## src/rtl/ddlr_pkg.sv

```systemverilog
// ----------------------------------------------------------------------------
// ddlr_pkg
// shared constants, codes and the cell payload type of the light ramp block
// ----------------------------------------------------------------------------
package ddlr_pkg;

    localparam int MAX_RELAYS = 4;

    localparam int MINUTE_W  = 11;
    localparam int RELAY_W   = 8;
    localparam int MASK_W    = 4;
    localparam int PCT_W     = 7;
    localparam int CFG_IDX_W = 3;
    localparam int CFG_DAT_W = 11;
    localparam int S_DATA_W  = 16;
    localparam int M_DATA_W  = 16;

    // relay count width, quotient bits per division (one per cell)
    localparam int N_W   = $clog2(MAX_RELAYS + 1);
    localparam int QW    = (PCT_W > N_W) ? PCT_W : N_W;
    // remainder width covers 200*num + den and (n+1)*den
    localparam int REM_W = MINUTE_W + QW + 1;

    localparam logic [PCT_W-1:0] PCT_FULL = PCT_W'(100);

    localparam logic [CFG_IDX_W-1:0] CFG_DAWN_START = CFG_IDX_W'(0);
    localparam logic [CFG_IDX_W-1:0] CFG_DAWN_END   = CFG_IDX_W'(1);
    localparam logic [CFG_IDX_W-1:0] CFG_DUSK_START = CFG_IDX_W'(2);
    localparam logic [CFG_IDX_W-1:0] CFG_DUSK_END   = CFG_IDX_W'(3);
    localparam logic [CFG_IDX_W-1:0] CFG_RELAYS     = CFG_IDX_W'(4);

    localparam logic [MINUTE_W-1:0] RST_DAWN_START = MINUTE_W'(360);
    localparam logic [MINUTE_W-1:0] RST_DAWN_END   = MINUTE_W'(420);
    localparam logic [MINUTE_W-1:0] RST_DUSK_START = MINUTE_W'(1200);
    localparam logic [MINUTE_W-1:0] RST_DUSK_END   = MINUTE_W'(1260);
    localparam logic [RELAY_W-1:0]  RST_RELAYS     = RELAY_W'(4);

    typedef enum logic [1:0] {
        MODE_OFF,
        MODE_FULL,
        MODE_DAWN,
        MODE_DUSK
    } mode_t;

    typedef struct packed {
        logic [MINUTE_W-1:0] rise_begin;
        logic [MINUTE_W-1:0] rise_done;
        logic [MINUTE_W-1:0] fall_begin;
        logic [MINUTE_W-1:0] fall_done;
        logic [RELAY_W-1:0]  relays;
    } cfg_t;

    // a: relay ceiling division, b: brightness rounding division
    typedef struct packed {
        mode_t            mode;
        logic [N_W-1:0]   n;
        logic [REM_W-1:0] rem_a;
        logic [REM_W-1:0] dv_a;
        logic [QW-1:0]    q_a;
        logic [REM_W-1:0] rem_b;
        logic [REM_W-1:0] dv_b;
        logic [QW-1:0]    q_b;
    } cell_t;

endpackage

```

## src/rtl/dawn_dusk_light_ramp_top.sv

```systemverilog
// ----------------------------------------------------------------------------
// dawn_dusk_light_ramp_top
// daylight ramp: relay stage mask and brightness percent per minute of day
// ----------------------------------------------------------------------------
// channel   direction  handshake                fields
// s_        in         s_tvalid / s_tready      tdata: minute_of_day
// m_        out        m_tvalid / m_tready      tdata: relay_mask, brightness_percent
// cfg_      in         cfg_wen                  cfg_index, cfg_wdata
//
// one item per cycle while the output is not stalled, registered in order in:
// setup stage, one cell per quotient bit of the shared division chain, output stage
// reset loads the default windows and empties every stage
// each stage holds its item while the next one is full and cannot hand on, so stalls fill bubbles first
// ----------------------------------------------------------------------------
module dawn_dusk_light_ramp_top (
    input  logic                           aclk,
    input  logic                           aresetn,
    input  logic                           s_tvalid,
    output logic                           s_tready,
    input  logic [ddlr_pkg::S_DATA_W-1:0]  s_tdata,   // [10:0] minute_of_day
    output logic                           m_tvalid,
    input  logic                           m_tready,
    // [3:0] relay_mask, [10:4] brightness_percent
    output logic [ddlr_pkg::M_DATA_W-1:0]  m_tdata,
    input  logic                           cfg_wen,
    input  logic [ddlr_pkg::CFG_IDX_W-1:0] cfg_index,
    input  logic [ddlr_pkg::CFG_DAT_W-1:0] cfg_wdata
);
    import ddlr_pkg::*;

    cfg_t              cfg_reg;
    logic              c_valid [QW+1];
    logic              c_ready [QW+1];
    cell_t             c_data  [QW+1];
    logic [MASK_W-1:0] mask;
    logic [PCT_W-1:0]  pct;

    always_ff @(posedge aclk) begin
        if (!aresetn) begin
            cfg_reg.rise_begin <= RST_DAWN_START;
            cfg_reg.rise_done  <= RST_DAWN_END;
            cfg_reg.fall_begin <= RST_DUSK_START;
            cfg_reg.fall_done  <= RST_DUSK_END;
            cfg_reg.relays     <= RST_RELAYS;
        end else if (cfg_wen) begin
            case (cfg_index)
                CFG_DAWN_START: cfg_reg.rise_begin <= cfg_wdata[MINUTE_W-1:0];
                CFG_DAWN_END:   cfg_reg.rise_done  <= cfg_wdata[MINUTE_W-1:0];
                CFG_DUSK_START: cfg_reg.fall_begin <= cfg_wdata[MINUTE_W-1:0];
                CFG_DUSK_END:   cfg_reg.fall_done  <= cfg_wdata[MINUTE_W-1:0];
                CFG_RELAYS:     cfg_reg.relays     <= cfg_wdata[RELAY_W-1:0];
                default: begin
                end
            endcase
        end
    end

    ddlr_front u_front (
        .aclk      (aclk),
        .aresetn   (aresetn),
        .cfg       (cfg_reg),
        .in_valid  (s_tvalid),
        .in_minute (s_tdata[MINUTE_W-1:0]),
        .in_ready  (s_tready),
        .out_valid (c_valid[0]),
        .out_data  (c_data[0]),
        .out_ready (c_ready[0])
    );

    for (genvar i = 0; i < QW; i++) begin : g_cell
        ddlr_cell u_cell (
            .aclk      (aclk),
            .aresetn   (aresetn),
            .in_valid  (c_valid[i]),
            .in_data   (c_data[i]),
            .in_ready  (c_ready[i]),
            .out_valid (c_valid[i+1]),
            .out_data  (c_data[i+1]),
            .out_ready (c_ready[i+1])
        );
    end

    ddlr_back u_back (
        .aclk      (aclk),
        .aresetn   (aresetn),
        .in_valid  (c_valid[QW]),
        .in_data   (c_data[QW]),
        .in_ready  (c_ready[QW]),
        .out_valid (m_tvalid),
        .out_mask  (mask),
        .out_pct   (pct),
        .out_ready (m_tready)
    );

    assign m_tdata = {(M_DATA_W - MASK_W - PCT_W)'(0), pct, mask};

endmodule

```

## src/rtl/ddlr_front.sv

```systemverilog
// ----------------------------------------------------------------------------
// ddlr_front
// classifies the minute against the windows and sets up both divisions
// ----------------------------------------------------------------------------
module ddlr_front (
    input  logic                         aclk,
    input  logic                         aresetn,
    input  ddlr_pkg::cfg_t               cfg,
    input  logic                         in_valid,
    input  logic [ddlr_pkg::MINUTE_W-1:0] in_minute,
    output logic                         in_ready,
    output logic                         out_valid,
    output ddlr_pkg::cell_t              out_data,
    input  logic                         out_ready
);
    import ddlr_pkg::*;

    logic                valid_reg;
    cell_t               data_reg;
    cell_t               data_next;
    mode_t               mode;
    logic [N_W-1:0]      n;
    logic [MINUTE_W-1:0] num;
    logic [MINUTE_W-1:0] den;
    logic [MINUTE_W-1:0] frac;

    always_comb begin
        if (cfg.relays == RELAY_W'(0) || cfg.relays > RELAY_W'(MAX_RELAYS)) begin
            n = N_W'(MAX_RELAYS);
        end else begin
            n = cfg.relays[N_W-1:0];
        end

        if (in_minute < cfg.rise_begin || in_minute >= cfg.fall_done) begin
            mode = MODE_OFF;
        end else if (in_minute >= cfg.rise_done && in_minute < cfg.fall_begin) begin
            mode = MODE_FULL;
        end else if (in_minute < cfg.rise_done) begin
            mode = MODE_DAWN;
        end else begin
            mode = MODE_DUSK;
        end

        if (mode == MODE_DUSK) begin
            num  = in_minute - cfg.fall_begin;
            den  = cfg.fall_done - cfg.fall_begin;
            frac = den - num;
        end else begin
            num  = in_minute - cfg.rise_begin;
            den  = cfg.rise_done - cfg.rise_begin;
            frac = num;
        end

        data_next.mode  = mode;
        data_next.n     = n;
        data_next.rem_a = REM_W'(REM_W'(n) * REM_W'(num)) + REM_W'(den) - REM_W'(1);
        data_next.dv_a  = REM_W'(den) << (QW - 1);
        data_next.q_a   = '0;
        data_next.rem_b = REM_W'(REM_W'(200) * REM_W'(frac)) + REM_W'(den);
        data_next.dv_b  = REM_W'({den, 1'b0}) << (QW - 1);
        data_next.q_b   = '0;
    end

    assign in_ready  = !valid_reg || out_ready;
    assign out_valid = valid_reg;
    assign out_data  = data_reg;

    always_ff @(posedge aclk) begin
        if (!aresetn) begin
            valid_reg <= 1'b0;
        end else if (in_ready) begin
            valid_reg <= in_valid;
        end
        if (in_ready && in_valid) begin
            data_reg <= data_next;
        end
    end

endmodule

```

## src/rtl/ddlr_cell.sv

```systemverilog
// ----------------------------------------------------------------------------
// ddlr_cell
// one restoring division step for both quotients, then hands on to the next
// ----------------------------------------------------------------------------
module ddlr_cell (
    input  logic            aclk,
    input  logic            aresetn,
    input  logic            in_valid,
    input  ddlr_pkg::cell_t in_data,
    output logic            in_ready,
    output logic            out_valid,
    output ddlr_pkg::cell_t out_data,
    input  logic            out_ready
);
    import ddlr_pkg::*;

    logic  valid_reg;
    cell_t data_reg;
    cell_t data_next;
    logic  take_a;
    logic  take_b;

    always_comb begin
        take_a    = in_data.rem_a >= in_data.dv_a;
        take_b    = in_data.rem_b >= in_data.dv_b;
        data_next = in_data;
        if (take_a) begin
            data_next.rem_a = in_data.rem_a - in_data.dv_a;
        end
        if (take_b) begin
            data_next.rem_b = in_data.rem_b - in_data.dv_b;
        end
        data_next.q_a  = {in_data.q_a[QW-2:0], take_a};
        data_next.q_b  = {in_data.q_b[QW-2:0], take_b};
        data_next.dv_a = in_data.dv_a >> 1;
        data_next.dv_b = in_data.dv_b >> 1;
    end

    assign in_ready  = !valid_reg || out_ready;
    assign out_valid = valid_reg;
    assign out_data  = data_reg;

    always_ff @(posedge aclk) begin
        if (!aresetn) begin
            valid_reg <= 1'b0;
        end else if (in_ready) begin
            valid_reg <= in_valid;
        end
        if (in_ready && in_valid) begin
            data_reg <= data_next;
        end
    end

endmodule

```

## src/rtl/ddlr_back.sv

```systemverilog
// ----------------------------------------------------------------------------
// ddlr_back
// turns the quotients into the relay mask and brightness, output register
// ----------------------------------------------------------------------------
module ddlr_back (
    input  logic                       aclk,
    input  logic                       aresetn,
    input  logic                       in_valid,
    input  ddlr_pkg::cell_t            in_data,
    output logic                       in_ready,
    output logic                       out_valid,
    output logic [ddlr_pkg::MASK_W-1:0] out_mask,
    output logic [ddlr_pkg::PCT_W-1:0]  out_pct,
    input  logic                       out_ready
);
    import ddlr_pkg::*;

    logic              valid_reg;
    logic [MASK_W-1:0] mask_reg;
    logic [PCT_W-1:0]  pct_reg;
    logic [MASK_W-1:0] mask_next;
    logic [PCT_W-1:0]  pct_next;
    logic [N_W-1:0]    active;
    logic [PCT_W-1:0]  pct_q;

    always_comb begin
        if (in_data.q_b > QW'(PCT_FULL)) begin
            pct_q = PCT_FULL;
        end else begin
            pct_q = in_data.q_b[PCT_W-1:0];
        end

        case (in_data.mode)
            MODE_OFF: begin
                active   = '0;
                pct_next = '0;
            end
            MODE_FULL: begin
                active   = in_data.n;
                pct_next = PCT_FULL;
            end
            MODE_DAWN: begin
                if (in_data.q_a > QW'(in_data.n)) begin
                    active = in_data.n;
                end else begin
                    active = in_data.q_a[N_W-1:0];
                end
                pct_next = pct_q;
            end
            MODE_DUSK: begin
                if (in_data.q_a >= QW'(in_data.n)) begin
                    active = '0;
                end else begin
                    active = in_data.n - in_data.q_a[N_W-1:0];
                end
                pct_next = pct_q;
            end
            default: begin
                active   = '0;
                pct_next = '0;
            end
        endcase

        for (int i = 0; i < MASK_W; i++) begin
            mask_next[i] = int'(active) > i;
        end
    end

    assign in_ready  = !valid_reg || out_ready;
    assign out_valid = valid_reg;
    assign out_mask  = mask_reg;
    assign out_pct   = pct_reg;

    always_ff @(posedge aclk) begin
        if (!aresetn) begin
            valid_reg <= 1'b0;
        end else if (in_ready) begin
            valid_reg <= in_valid;
        end
        if (in_ready && in_valid) begin
            mask_reg <= mask_next;
            pct_reg  <= pct_next;
        end
    end

endmodule

```

## config.mk

```make
export PLATFORM = sky130hd
export DESIGN_NAME = dawn_dusk_light_ramp_top
export DESIGN_NICKNAME = d
export VERILOG_FILES = /design/src/rtl/ddlr_pkg.sv /design/src/rtl/dawn_dusk_light_ramp_top.sv /design/src/rtl/ddlr_front.sv /design/src/rtl/ddlr_cell.sv /design/src/rtl/ddlr_back.sv
export SDC_FILE = /design/constraint.sdc
export NUM_CORES = 1
export LEC_CHECK = 0
export BUFFER_PORTS_ARGS = -buffer_cell sky130_fd_sc_hd__buf_2
export CORE_UTILIZATION = 50
export DETAILED_ROUTE_END_ITERATION = 8
export PLACE_DENSITY = 0.66
export SLEW_MARGIN = 20
export SYNTH_ARGS = -nofsm -noshare
export SYNTH_HDL_FRONTEND = slang
export SYNTH_SLANG_ARGS = --single-unit
```

## constraint.sdc

```tcl
create_clock -name aclk -period 15.6 [get_ports aclk]
set_input_delay 3.12 -clock aclk [delete_from_list [all_inputs] [get_ports aclk]]
set_output_delay 3.12 -clock aclk [all_outputs]
set_load 0.05 [all_outputs]
```

Word-level counts from Yosys, hierarchy flattened:

Cells that the tools add are included.

* flip-flop bits (word level): 511
* word-level logic and storage cells: 188

* $mul: 2
* magnitude comparators: 27
* reductions and logical operators: 39
* eq/ne operators: 8
* multiplexer cells: 24
* $add $sub $neg: 21

Operators with widths (count)
* 19-bit 2-to-1 mux: 12
* 11-bit subtractor: 5
* 19-bit by 12-bit >= comparator with 1-bit output: 2
* 19-bit by 13-bit >= comparator with 1-bit output: 2
* 19-bit by 14-bit >= comparator with 1-bit output: 2
* 19-bit by 15-bit >= comparator with 1-bit output: 2
* 19-bit by 16-bit >= comparator with 1-bit output: 2
* 19-bit by 17-bit >= comparator with 1-bit output: 2
* 19-bit by 13-bit subtractor with 19-bit output: 2
* 19-bit by 14-bit subtractor with 19-bit output: 2
* 19-bit by 15-bit subtractor with 19-bit output: 2
* 19-bit by 16-bit subtractor with 19-bit output: 2
* 19-bit by 17-bit subtractor with 19-bit output: 2
* 11-bit < comparator: 3
* 11-bit 2-to-1 mux: 3
* 11-bit >= comparator: 2
* 7-bit one-hot mux with 3 select lines: 1
* 19-bit by 11-bit adder with 19-bit output: 1
* 19-bit by 11-bit >= comparator with 1-bit output: 1
* 19-bit by 18-bit >= comparator with 1-bit output: 1
* 19-bit by 1-bit subtractor with 19-bit output, second input constant: 1
* 19-bit by 12-bit subtractor with 19-bit output: 1
* 19-bit by 18-bit subtractor with 19-bit output: 1
* 5-bit by 11-bit multiplier with 16-bit output, first input constant: 1
* other kinds (27): 66

Depth between registers and ports, before layout:

Gate-level depths: netlist of the first run.

* depth in word-level cells: 11
* depth in mapped cells: 27
* mapped depth without buffers: 27

Hierarchy:

Synthesis of the first run repeated with hierarchy kept, for this count alone.

* cell total of the unflattened synthesis: 4403
* area total of the unflattened synthesis: 49035.8 µm²

Modules (own cells, without submodules)
* ddlr_cell (g_cell[2].u_cell ...): cells an instance 447, seq. area each 2812.7 µm², area each 5342.6 µm², instances 3
* ddlr_cell (g_cell[0].u_cell ...): cells an instance 476, seq. area each 2812.7 µm², area each 5500.3 µm², instances 2
* ddlr_front: cells an instance 899, seq. area each 1461.4 µm², area each 7992.7 µm², instances 1
* ddlr_cell (g_cell[6].u_cell): cells an instance 486, seq. area each 2812.7 µm², area each 5676.7 µm², instances 1
* ddlr_cell (g_cell[5].u_cell): cells an instance 438, seq. area each 2812.7 µm², area each 5390.2 µm², instances 1
* dawn_dusk_light_ramp_top: cells an instance 203, seq. area each 1041.0 µm², area each 2094.5 µm², instances 1
* ddlr_back: cells an instance 84, seq. area each 350.3 µm², area each 853.3 µm², instances 1

Worst setup path after synthesis of the first run:

Ideal clock, no wire load.

* path kind: in2reg
* start point: input s_tdata[2] in the netlist's numbering
* end point: register u_front.data_reg (netlist bit u_front.out_data[85]) (data pin)
* required time: 15.338 ns
* stages: 26
* arrival time: 9.008 ns
* path slack: 6.330 ns
* setup time: 0.262 ns
* path through: ha_1 -> o21a_1 -> o31a_1 -> o21ai_0 -> a211o_1 -> a211o_1 -> nor3b_1 -> buf_2 -> buf_2 -> mux2i_1 -> nor2_1 -> fa_1 -> inv_1 -> fa_1 -> inv_1 -> ha_1 -> buf_6 -> and3_1 -> a2111o_1 -> xor2_1 -> nor4_2 -> nand3_1 -> or3_1 -> buf_2 -> nor4b_4 -> xnor2_1

RTL lines
* from (decl): RTL line dawn_dusk_light_ramp_top.sv:20 `input logic [ddlr_pkg::S_DATA_W-1:0] s_tdata,`
* to (signal assigned): RTL line ddlr_front.sv:75 `data_reg <= data_next;`
* to (decl): RTL line ddlr_front.sv:19 `cell_t data_reg;`

==> results.py, run 1 <==
metrics = {
    "status": {
        "status": "finished clean",
    },
    "clock_network": {
        "post-cts-setup-buffers": 0,
        "cts_resized": 0,
        "clockBufferDepth": 3,
        "root_buffer": "clkbuf_16",
        "cts_inserted_buffers": 53,
        "clk_pin_slew_ns": 0.06,
        "cts.sinks": 491,
        "cts_hold_buf": 0,
        "htree_levels": 2,
        "cts_tree": "yes",
        "insertion_delay_ns": 0.61,
    },
    "sta": {
        "hold_viol_final": 0,
        "setup_violations": 0,
        "grt_setup_unrepaired": "false",
        "tightest_slew_ns": 1.04,
        "finalMaxSlewViolations": 0,
        "fin_crit_ns": 9.69,
        "relSlewSlack_pct": 30.6,
        "setup_tns_ns": 0,
        "max_freq_ghz": 0.103,
        "min_period_over_period_pct": 62.1,
        "finalClockSkew_ns": 0.0217,
    },
    "power_and_ir_drop": {
        "leakagePower_nw": 13.3,
        "switching_share_pct": 31.7,
        "clkPwrFrac_pct": 29.3,
        "p_int_mw": 2.91,
        "p_switching_mw": 1.35,
        "vdd_drop_max_v": 0.000173,
        "power_density_mw_per_mm2": 126,
        "total_power_mw": 4.26,
        "seqPwrFrac_pct": 38.4,
        "pwr-share-comb_pct": 32.3,
    },
    "die": {
        "io_pins": 53,
        "die_area_mm2": 0.0627,
        "die_x_um": 250,
        "dieHeight_um": 250,
        "placementRows": 90,
        "core_mm2": 0.0607,
        "initial_core_util_pct": 50.8,
    },
    "synth": {
        "synth_edf_count": 430,
        "synth_area_leaders": "edfxtp_1 (42%), ha_1 (12%), dfxtp_1 (4.0%), inv_1 (3.5%), xnor2_1 (3.2%)",
        "ys_async_sr_fraction_pct": 0,
        "synth_warnings": 0,
        "yosysMostFrequentCell": "edfxtp_1",
        "ys.flop_type": "edfxtp_1",
        "synth.avg_cell_area_um2": 10.5,
        "synthTopCellsByCount": "edfxtp_1 (430), ha_1 (295), inv_1 (284), nand2_1 (250), nor2_1 (206)",
        "yosysTopAreaCell": "edfxtp_1",
        "synth.top_cell.area_share_pct": 41.9,
        "synth.distinct_cells": 75,
        "ys_seq_elements": 491,
        "netlist_area_mm2": 0.0308,
        "syn_inst": 2940,
        "seq_area_frac_synth_pct": 45.8,
    },
    "routing": {
        "routed_wl_um": 69700,
        "postRouteAntennaNets": 0,
        "firstDrtPassIters": 5,
        "vias": 21633,
        "wl_per_cell_um": 18.3,
        "routed_via_density": 5.66,
        "first_iter_violations": 1196,
        "drc": 0,
    },
    "setup_path": {
        "cp.arrival_ns": 10.05,
        "crit_type": "in2reg",
        "required_ns": 15.96,
        "end_kind": "register",
        "r2r_start": "cfg_reg[20]$_SDFFE_PN0P_",
        "start_kind": "input pin",
        "cp_max_fo": 38,
        "r2r_end": "u_front.out_data[85]$_DFFE_PP_",
        "r2r_slack_ns": 8.16,
        "reg2reg_depth": 23,
    },
    "final_layout": {
        "final_layout_size_suffix_gt1_share_pct": 7.31,
        "largest_reg_flops": 368,
        "diodes": 0,
        "fillers": 5194,
        "nNetsFinal": 3367,
        "areaGrowthSynthToFinish_pct": 9.42,
    },
    "flow_run": {
        "drv_cap": 0,
    },
    "global_route": {
        "first_global_vias": 21457,
        "grt-ovfl-total": 0,
        "grt_pass1_wl_um": 111000,
        "grt_max_degree": 65,
        "antenna_found_initial": 0,
        "grt_usage_pct": 22.2,
    },
    "place": {
        "place_congestion": 0.916,
        "hpwl_um": 55700,
        "port_buffers": 42,
    },
    "worst_hold_path": {
        "hp-class": "reg2reg",
        "hp-start": "g_cell[5].u_cell.out_data[46]$_DFFE_PP_",
        "hold_end": "g_cell[6].u_cell.out_data[47]$_DFFE_PP_",
        "whs_path_depth": 0,
    },
}
==> power groups by stage <==
stage                     Clock (mW)  Sequential (mW)  Combinational, mW
final                           1.25             1.64               1.38
after global routing            1.32             1.65               1.55
after CTS                       1.28             1.64               1.38
after detailed placement           0             1.67               1.37
after global placement             0             1.66               1.33
after floorplan                    0             1.64               1.08
==> metal layers <==
layer | up-vias | track usage [%] | part of all wire (%) | wire length (um)
li1 | 10769 | - | - | -
met1 | 10276 | 26.8 | 42 | 29200
met2 | 452 | 40.3 | 51 | 35500
met3 | 136 | 2.37 | 3.4 | 2380
met4 | 0 | 8.97 | 3.8 | 2670
met5 | - | 0 | 0 | 0
==> placed cells by master, fill, tap and decap left out, types with 42 or more instances in the layout <==
cell	n
a21oi_1	138
o21a_1	51
xnor2_1	113
a21boi_0	56
a21o_1	58
fa_1	44
clkbuf_16	53
xor2_1	57
dfxtp_1	61
o21ai_0	155
nor2b_1	63
ha_1	295
edfxtp_1	430
nor3_1	79
nor2_1	205
buf_2	42
mux2_2	42
nand2_1	250
inv_1	284
==> critical path: stages <==
cell	delay [ns]
buf_2	0.17
ha_1	0.30
nor2b_1	0.14
o31ai_1	0.42
a21oi_1	0.22
and3_1	0.25
o41a_1	0.42
nor3b_2	0.18
buf_4	0.27
mux2_1	0.41
or2_2	0.30
fa_1	0.46
fa_1	0.52
inv_1	0.08
fa_1	0.46
a21o_1	0.20
a2111o_1	0.45
xor2_1	0.20
nor4_2	0.33
nand3_1	0.17
or3_1	0.50
nor4b_4	0.32
xnor2_1	0.10
==> layout make-up <==
cell class / instances / area, um2 / share of cell area [%]
clock inverter: 28 / 330 / 0.979
sequential: 491 / 14100 / 41.9
tap: 782 / 978 / 2.90
inverter: 285 / 1070 / 3.17
clock buffer: 71 / 1420 / 4.22
multi-input combinational: 2106 / 15500 / 45.9
timing repair buffer: 56 / 315 / 0.934
==> worst max-delay path by stage <==
stage | slack [ns] | start | cells past startpoint | end
6_report | 5.91 | s_tdata[1] | 23 | u_front.out_data[85]$_DFFE_PP_
5_1_grt | 5.58 | s_tdata[1] | 23 | u_front.out_data[82]$_DFFE_PP_
4_1_cts | 5.98 | s_tdata[1] | 23 | u_front.out_data[82]$_DFFE_PP_
3_5_place_dp | 5.35 | s_tdata[1] | 23 | u_front.out_data[82]$_DFFE_PP_
3_3_place_gp | 5.43 | s_tdata[1] | 23 | u_front.out_data[85]$_DFFE_PP_
2_1_floorplan | 6.33 | s_tdata[2] | 26 | u_front.out_data[85]$_DFFE_PP_
==> through the flow <==
step                setup WS [ns]  utilization (%)  hold slack, ns  instance area [um2]  std cells
floorplan                    6.33                -           0.400                30900       2944
global placement             5.43             52.7           0.401                32000       3720
detailed placement           5.35             52.7           0.405                32000       3720
CTS                          5.98             55.6           0.417                33700       3819
global route                 5.58             55.6           0.414                33700       3819
finish                       5.91             55.6           0.415                33700       3819
==> kinds of logic after synthesis <==
group | share of synthesized area, %
buf+inv | 4.32
mux | 2.58
simple gates | 13.6
fa+ha+maj | 14.8
xor+xnor | 4.83
compound gates | 14.0
other cells | 0.0122
flops | 45.8
Note: power is estimated with default switching activity, not from simulation.
==> inputs of run 2 (changes only) <==
Clock period 15.6 ns to 9.97 ns, I/O delays scaled along.
==> run 2 against run 1 <==
  * Clock power increased by 63%
  * Non-clock buffer count increased by 1
  * Utilization increased by 0.16 points
  * Highest routed layer unchanged
  * Flip-flop and latch count unchanged
  * Sequential power increased by 56%
  * Setup slack got worse by 4.2 ns
  * Routed wire length decreased by 0.87%
  * Total power increased by 59%
  * Hold slack got worse by 0.020 ns
==> results.py, run 2 (synthesis gave the netlist of run 1 again) <==
metrics = {
    "sta": {
        "final.setup.worst_slack_ns": 1.69,
        "max_freq_ghz": 0.121,
        "relSlewSlack_pct": 27.6,
        "fin_crit_ns": 8.28,
        "min_period_over_period_pct": 83.1,
        "finalClockSkew_ns": 0.0320,
        "hold_viol_final": 0,
        "tightest_slew_ns": 1.08,
        "grt_setup_unrepaired": "false",
        "setup_violations": 0,
        "finalMaxSlewViolations": 0,
        "setup_tns_ns": 0,
    },
    "die": {
        "die_x_um": 250,
        "initial_core_util_pct": 50.8,
        "io_pins": 53,
        "placementRows": 90,
        "die_area_mm2": 0.0627,
        "dieHeight_um": 250,
        "core_mm2": 0.0607,
    },
    "clock_network": {
        "htree_levels": 2,
        "root_buffer": "clkbuf_16",
        "cts_resized": 0,
        "clockBufferDepth": 3,
        "clk_pin_slew_ns": 0.06,
        "cts.sinks": 491,
        "insertion_delay_ns": 0.61,
        "cts_hold_buf": 0,
        "post-cts-setup-buffers": 0,
        "cts_inserted_buffers": 52,
        "cts_tree": "yes",
    },
    "status": {
        "status": "finished clean",
    },
    "power_and_ir_drop": {
        "vdd_drop_max_v": 0.000377,
        "leakagePower_nw": 13.3,
        "power_density_mw_per_mm2": 200,
    },
    "global_route": {
        "grt_pass1_wl_um": 110000,
        "antenna_found_initial": 0,
        "grt-ovfl-total": 0,
        "first_global_vias": 21143,
        "grt_max_degree": 65,
        "grt_usage_pct": 22.0,
    },
    "place": {
        "placed_cells": 3721,
        "place_ws_ns": 1.07,
        "hpwl_um": 55100,
        "place_congestion": 0.958,
        "port_buffers": 42,
    },
    "setup_path": {
        "required_ns": 10.32,
        "end_kind": "register",
        "path_cells": "buf_2, ha_1, nor2b_1, o31ai_1, a21oi_1, and3_1, o41a_1, nor3b_2, buf_4, mux2_1, or2_2, fa_1, fa_1, inv_1, fa_1, a21o_1, a2111o_1, xor2_1, nor4_2, nand3_1, nor3_1, mux2i_1, xor2_1",
        "cp_max_fo": 24,
        "crit_type": "in2reg",
        "critPathTopFamily": "simple AND/OR/NAND/NOR gates",
        "cp_num_buf_inv": 3,
        "slowest_stage": "nor3_1",
        "start_kind": "input pin",
        "cp.arrival_ns": 8.63,
        "crit_top_cell": "fa_1",
        "cpPeakStageDelay_ns": 0.53,
    },
    "worst_hold_path": {
        "hp-class": "reg2reg",
    },
    "final_layout": {
        "areaGrowthSynthToFinish_pct": 9.72,
        "largest_reg_flops": 368,
        "final_cells": 3816,
        "diodes": 0,
        "final_layout_size_suffix_gt1_share_pct": 7.35,
        "final_cell_mix": "edfxtp_1 (430), ha_1 (295), inv_1 (284), nand2_1 (250), nor2_1 (205)",
        "nNetsFinal": 3367,
        "final_common_cell": "edfxtp_1",
    },
    "routing": {
        "routed_via_density": 5.65,
        "wl_per_cell_um": 18.1,
        "first_iter_violations": 1363,
        "drc": 0,
        "vias": 21546,
        "routed_wl_um": 69100,
        "firstDrtPassIters": 8,
        "postRouteAntennaNets": 0,
    },
    "flow_run": {
        "drv_cap": 0,
    },
}
==> run 2: cell types whose count changed in the layout (fill, tap and decap cells not counted), moves of 2 or more <==
cell       previous run  this run
clkbuf_1             15         8
bufinv_16             5         9
inv_6                 3         1
clkinv_1              3         7
inv_4                 2         0
==> run 2: worst reg2reg max path, stage by stage (launching register included) <==
cell and delay (ns):
dfxtp_1 0.31, inv_1 0.16, ha_1 0.26, nor2b_1 0.14
o31ai_1 0.35, a21oi_1 0.19, and3_1 0.24, o41a_1 0.43
nor3b_2 0.18, buf_4 0.23, mux2_1 0.40, or2_2 0.29
fa_1 0.46, fa_1 0.52, inv_1 0.07, fa_1 0.46
a21o_1 0.19, a2111o_1 0.44, xor2_1 0.20, nor4_2 0.32
nand3_1 0.15, nor3_1 0.53, mux2i_1 0.29, xor2_1 0.09
==> run 2: cell type report <==
class | instances | area (um2)
timing repair buffer | 57 | 327
fill | 5127 | 26900
clock buffer | 64 | 1400
tap | 782 | 978
clock inverter | 31 | 437
inverter | 285 | 1070
sequential | 491 | 14100
multi-input combinational | 2106 | 15500
==> run 2: path summary, 6_finish.rpt <==
kind	slack (ns)	to	from	cells after the start
setup / recovery	1.69	u_front.out_data[82]$_DFFE_PP_	s_tdata[1]	23
hold / removal	0.40	g_cell[1].u_cell.out_data[1]$_DFFE_PP_	g_cell[0].u_cell.out_data[0]$_DFFE_PP_	0
setup reg to reg	2.83	u_front.out_data[82]$_DFFE_PP_	cfg_reg[20]$_SDFFE_PN0P_	23
hold reg to reg	0.40	g_cell[1].u_cell.out_data[1]$_DFFE_PP_	g_cell[0].u_cell.out_data[0]$_DFFE_PP_	0
==> run 2: report_power, final <==
group	internal [mW]	switching [mW]
registers	2.47	0.0876
clock network	1.23	0.806
logic	0.934	1.24
total	4.64	2.14
==> run 2: layer usage <==
metal | vias to the layer above | track usage, % | part of all wire, %
met5 | - | 0 | 0
met4 | 0 | 8.31 | 3.8
met3 | 151 | 2.98 | 3.3
met2 | 408 | 41.0 | 52
met1 | 10209 | 25.6 | 41
li1 | 10778 | - | -
==> run 2: per-stage QoR <==
| stage | instance area, um2 | utilization [%] | power (mW) | hold slack (ns) |
|---|---|---|---|---|
| finish | 33800 | 55.8 | 6.78 | 0.396 |
| global route | 33800 | 55.8 | 7.17 | 0.402 |
| CTS | 33800 | 55.8 | 6.82 | 0.388 |
| global placement | 32000 | 52.7 | 4.71 | 0.401 |
| detailed placement | 32000 | 52.7 | 4.76 | 0.405 |
| floorplan | 30900 | - | 4.26 | 0.400 |
